<file path="src/design/psf_pkg.sv">
// Shared types, constants and a helper function for the palette store fade block.
`timescale 1ns / 1ps
package psf_pkg;
    localparam int CAPACITY_DEF        = 256;
    localparam int FULL_SHADES_DEF     = 16;
    localparam int WHITEOUT_SHADES_DEF = 32;
    localparam int BANK_DEPTH          = 256;
    localparam int IDX_W               = 8;
    localparam int CNT_W               = 9;
    localparam int RGB_W               = 24;

    typedef enum logic [1:0] {
        OP_ADD   = 2'd0,
        OP_FIND  = 2'd1,
        OP_FADE  = 2'd2,
        OP_WRITE = 2'd3
    } op_t;

    typedef enum logic [1:0] {
        ST_OK    = 2'd0,
        ST_FULL  = 2'd1,
        ST_NONE  = 2'd2,
        ST_RANGE = 2'd3
    } status_t;

    localparam logic [1:0] REG_DARK_SELECT = 2'd0;
    localparam logic [1:0] REG_WHITEOUT_EN = 2'd1;
    localparam logic [1:0] REG_FADE_BYPASS = 2'd2;

    // Item held in the queue between the front and back parts.
    typedef struct packed {
        op_t                op;
        logic [RGB_W-1:0]   rgb;
        logic [IDX_W-1:0]   idx;
        logic               bank;
        logic [5:0]         amt;
    } cmd_t;

    typedef struct packed {
        status_t            status;
        logic [IDX_W-1:0]   ridx;
        logic [RGB_W-1:0]   rgb;
    } res_t;

    function automatic logic [7:0] sat8(input logic [13:0] v);
        return (v > 14'd255) ? 8'hff : v[7:0];
    endfunction
endpackage

</file>
<file path="src/design/psf_front.sv">
// Front part: accepts items and places them in a two-entry queue.
`timescale 1ns / 1ps
module psf_front (
    input  logic          aclk,
    input  logic          aresetn,
    input  logic          s_valid,
    output logic          s_ready,
    input  psf_pkg::cmd_t s_cmd,
    output logic          q_valid,
    input  logic          q_ready,
    output psf_pkg::cmd_t q_cmd
);
    import psf_pkg::*;

    cmd_t       buf_reg [2];
    logic [1:0] cnt_reg, cnt_next;
    logic       rd_reg, wr_reg;
    logic       push, pop;

    assign s_ready = (cnt_reg != 2'd2);
    assign q_valid = (cnt_reg != 2'd0);
    assign q_cmd   = buf_reg[rd_reg];
    assign push    = s_valid && s_ready;
    assign pop     = q_valid && q_ready;

    always_comb begin
        cnt_next = cnt_reg;
        if (push && !pop) begin
            cnt_next = cnt_reg + 2'd1;
        end else if (pop && !push) begin
            cnt_next = cnt_reg - 2'd1;
        end
    end

    always_ff @(posedge aclk) begin
        if (!aresetn) begin
            cnt_reg <= 2'd0;
            rd_reg  <= 1'b0;
            wr_reg  <= 1'b0;
        end else begin
            cnt_reg <= cnt_next;
            if (push) begin
                wr_reg <= ~wr_reg;
            end
            if (pop) begin
                rd_reg <= ~rd_reg;
            end
        end
        if (push) begin
            buf_reg[wr_reg] <= s_cmd;
        end
    end

    assert property (@(posedge aclk) disable iff (!aresetn)
        cnt_reg == 2'd2 |-> !s_ready) else $error("queue overfilled");
    assert property (@(posedge aclk) disable iff (!aresetn)
        (cnt_reg == 2'd0 && push) |=> q_valid) else $error("item lost in queue");
    assert property (@(posedge aclk) disable iff (!aresetn)
        cnt_reg != 2'd3) else $error("queue count out of range");
endmodule

</file>
<file path="config.mk">
export PLATFORM = sky130hd
export DESIGN_NAME = psf_front
export DESIGN_NICKNAME = d
export VERILOG_FILES = /design/src/design/psf_pkg.sv /design/src/design/psf_front.sv
export SDC_FILE = /design/constraint.sdc
export NUM_CORES = 1
export LEC_CHECK = 0
export BUFFER_PORTS_ARGS = -buffer_cell sky130_fd_sc_hd__buf_2
export CAP_MARGIN = 20
export CORE_ASPECT_RATIO = 1.1
export CORE_MARGIN = 2
export CORE_UTILIZATION = 55
export DETAILED_ROUTE_END_ITERATION = 10
export HOLD_SLACK_MARGIN = 0.15
export PLACE_DENSITY = 0.83
export SETUP_SLACK_MARGIN = 0.2
export SLEW_MARGIN = 20
export SYNTH_ARGS = -nofsm -noshare
export SYNTH_HDL_FRONTEND = slang
export SYNTH_SLANG_ARGS = --single-unit
</file>
<file path="constraint.sdc">
create_clock -name aclk -period 3.3 [get_ports aclk]
set_input_delay 0.66 -clock aclk [delete_from_list [all_inputs] [get_ports aclk]]
set_output_delay 0.66 -clock aclk [all_outputs]
set_load 0.02 [all_outputs]
</file>
==> flow_summary.json <==
{
  "synth-edff-count": 82,
  "worstSetupStartpointType": "flop",
  "synth_fp_nets": 198,
  "dpl.hpwl_um": 3370,
  "cts_buffers": 9,
  "ys_ff_latch": 87,
  "tns_ns": 0,
  "clkTransAtPathRegs_ns": 0.08,
  "cts_tree": "yes",
  "hold_violations": 0,
  "synth.most_common_cell": "edfxtp_1",
  "drive_gt1_share_pct": 57.8,
  "hold_buffers": 0,
  "syn_area_um2": 3190,
  "setup_viol": 0,
  "synth_cells": 152,
  "grt_pass1_wl_um": 8020,
  "ant_nets": 0,
  "synth_area_leaders": "edfxtp_1 77%, mux2_2 13%, dfxtp_1 3.1%",
  "fillers": 432,
  "cts-root-buf": "clkbuf_8",
  "end_kind": "output pin",
  "gp_congestion": 0.716,
  "ys.flop_type": "edfxtp_1",
  "wl_per_cell_um": 15.6,
  "post_cts_resized": 0,
  "fmaxAchievable_mhz": 395,
  "dieArea_um2": 6430,
  "core_um2": 5700,
  "grt_max_degree": 42,
  "largest_reg_flops": 82,
  "start_util_pct": 56.0,
  "die_h_um": 83.9,
  "rsz0062_at_grt": "false",
  "regArea_um2": 2560,
  "multiInputGateArea_um2": 602,
  "overflow": 0,
  "cts_htree_levels": 3,
  "slew_violations": 0,
  "ir_drop_v": 0.000508,
  "fin_nets": 293,
  "status": "complete, no violations",
  "worst_slew_pin_slew_ns": 0.966,
  "avgSynthCellArea_um2": 21.0,
  "hp-class": "primary input to flop",
  "synth_area_leader_cell": "edfxtp_1",
  "finalWirelength_um": 5130,
  "cts_setup_buffers": 0,
  "grt_pass1_vias": 1741,
  "leakagePower_nw": 1.48,
  "die_x_um": 76.6,
  "cap_violations": 0,
  "synthArstFlopShare_pct": 0,
  "fin_cells": 328,
  "crit_required_ns": 2.64,
  "yosysWarnings": 0,
  "grt_antenna_before_repair": 0,
  "synth_top_area_share_pct": 77.1,
  "yosysSeqAreaShare_pct": 80.3,
  "powerDensity_nw_per_um2": 791,
  "drt_iter0_markers": 102,
  "finalCritPeriodShare_pct": 76.8,
  "insertion_delay_ns": 0.34,
  "synth_cell_types": 20,
  "slew_headroom_pct": 35.6,
  "track_usage_pct": 17.1,
  "vias": 1641,
  "critPathKind": "flop to output pin",
  "crit_fanout": 26,
  "diodes": 0,
  "placement.io_buffers": 87,
  "fin_skew_ns": 0.00678,
  "clockBufferDepth": 2,
  "rows": 29,
  "synth_common_cells": "82 x edfxtp_1, 38 x mux2_2, 5 x buf_2, 5 x dfxtp_1, 4 x and2_1",
  "drc": 0,
  "viasPerCell": 5.00,
  "area_growth_pct": 23.5,
  "ioPinCount": 88,
  "placed_cells": 313,
  "first_pass_iters": 4,
  "arrival_ns": 1.87,
  "cts_num_sinks": 87,
  "period_minus_slack_ns": 2.53
}
[path summary, 6_finish.rpt]
path	startpoint	endpoint	slack, ns	depth (start not counted)
worst min-delay path	s_cmd[23]	buf_reg[0][23]	0.50	1
worst max-delay path	flop	q_cmd[19]	0.77	3
worst max register to register	cnt_reg[0]	buf_reg[1][23]	1.47	2
worst min register to register	cnt_reg[1]	cnt_reg[1]	0.58	2
[per-layer routing]
metal	GRT usage [%]	wire length (um)
met1	19.0	2030
met2	28.5	2710
met3	4.87	228
met4	11.7	163
met5	0	0
[critical path, cell delays in order (launching register included)]
cell and delay [ns]:
dfxtp_2 0.56, buf_4 0.40, mux2_2 0.39, buf_2 0.16
[cell families (layout without fill, tap and decap cells)]
kind of cell | after synthesis | in the layout | share of synthesized area, %
flip-flops | 87 | 87 | 80.3
multiplexers | 41 | 41 | 14.5
AND/OR/NAND/NOR | 9 | 9 | 2.04
buffers and inverters | 6 | 105 | 0.901
adder cells (fa/ha/maj) | 1 | 1 | 0.392
AO/OA/AOI/OAI | 5 | 5 | 1.10
XOR/XNOR | 3 | 3 | 0.823
[layout make-up]
class	count	area share, %
inverter	1	0.0952
multi-input combinational	59	15.3
clock inverter	4	2.41
timing repair buffer	89	11.4
sequential	87	65.0
clock buffer	11	3.33
tap	77	2.44
[through the flow]
| stage | setup slack [ns] | total power, mW | util [%] | cell area [um2] | hold slack, ns |
|---|---|---|---|---|---|
| after floorplan | 1.20 | 2.06 | - | 3190 | 0.512 |
| after global placement | 1.11 | 2.30 | 65.2 | 3720 | 0.536 |
| after detailed placement | 1.10 | 2.32 | 65.2 | 3720 | 0.568 |
| after CTS | 0.714 | 3.15 | 69.2 | 3940 | 0.485 |
| after global routing | 0.645 | 3.25 | 69.2 | 3940 | 0.480 |
| final | 0.766 | 3.12 | 69.2 | 3940 | 0.503 |
[where the power goes]
part / switching, mW / internal [mW] / total (mW)
clock network: 0.336 / 0.498 / 0.835
logic: 0.477 / 0.354 / 0.831
registers: 0.0702 / 1.38 / 1.45
total: 0.884 / 2.23 / 3.12
[layout by cell type, fill, tap and decap left out, types with 2 or more instances in the layout]
cell       Yosys  final
mux2_1         3      3
edfxtp_1      82     82
dfxtp_1        5      4
and2_1         4      4
buf_4          0      2
buf_2          5     87
mux2_2        38     38
bufinv_16      0      3
clkbuf_8       0      9
xnor2_1        2      2
clkbuf_1       0      2
No activity file was read; power rests on OpenSTA's default activity.
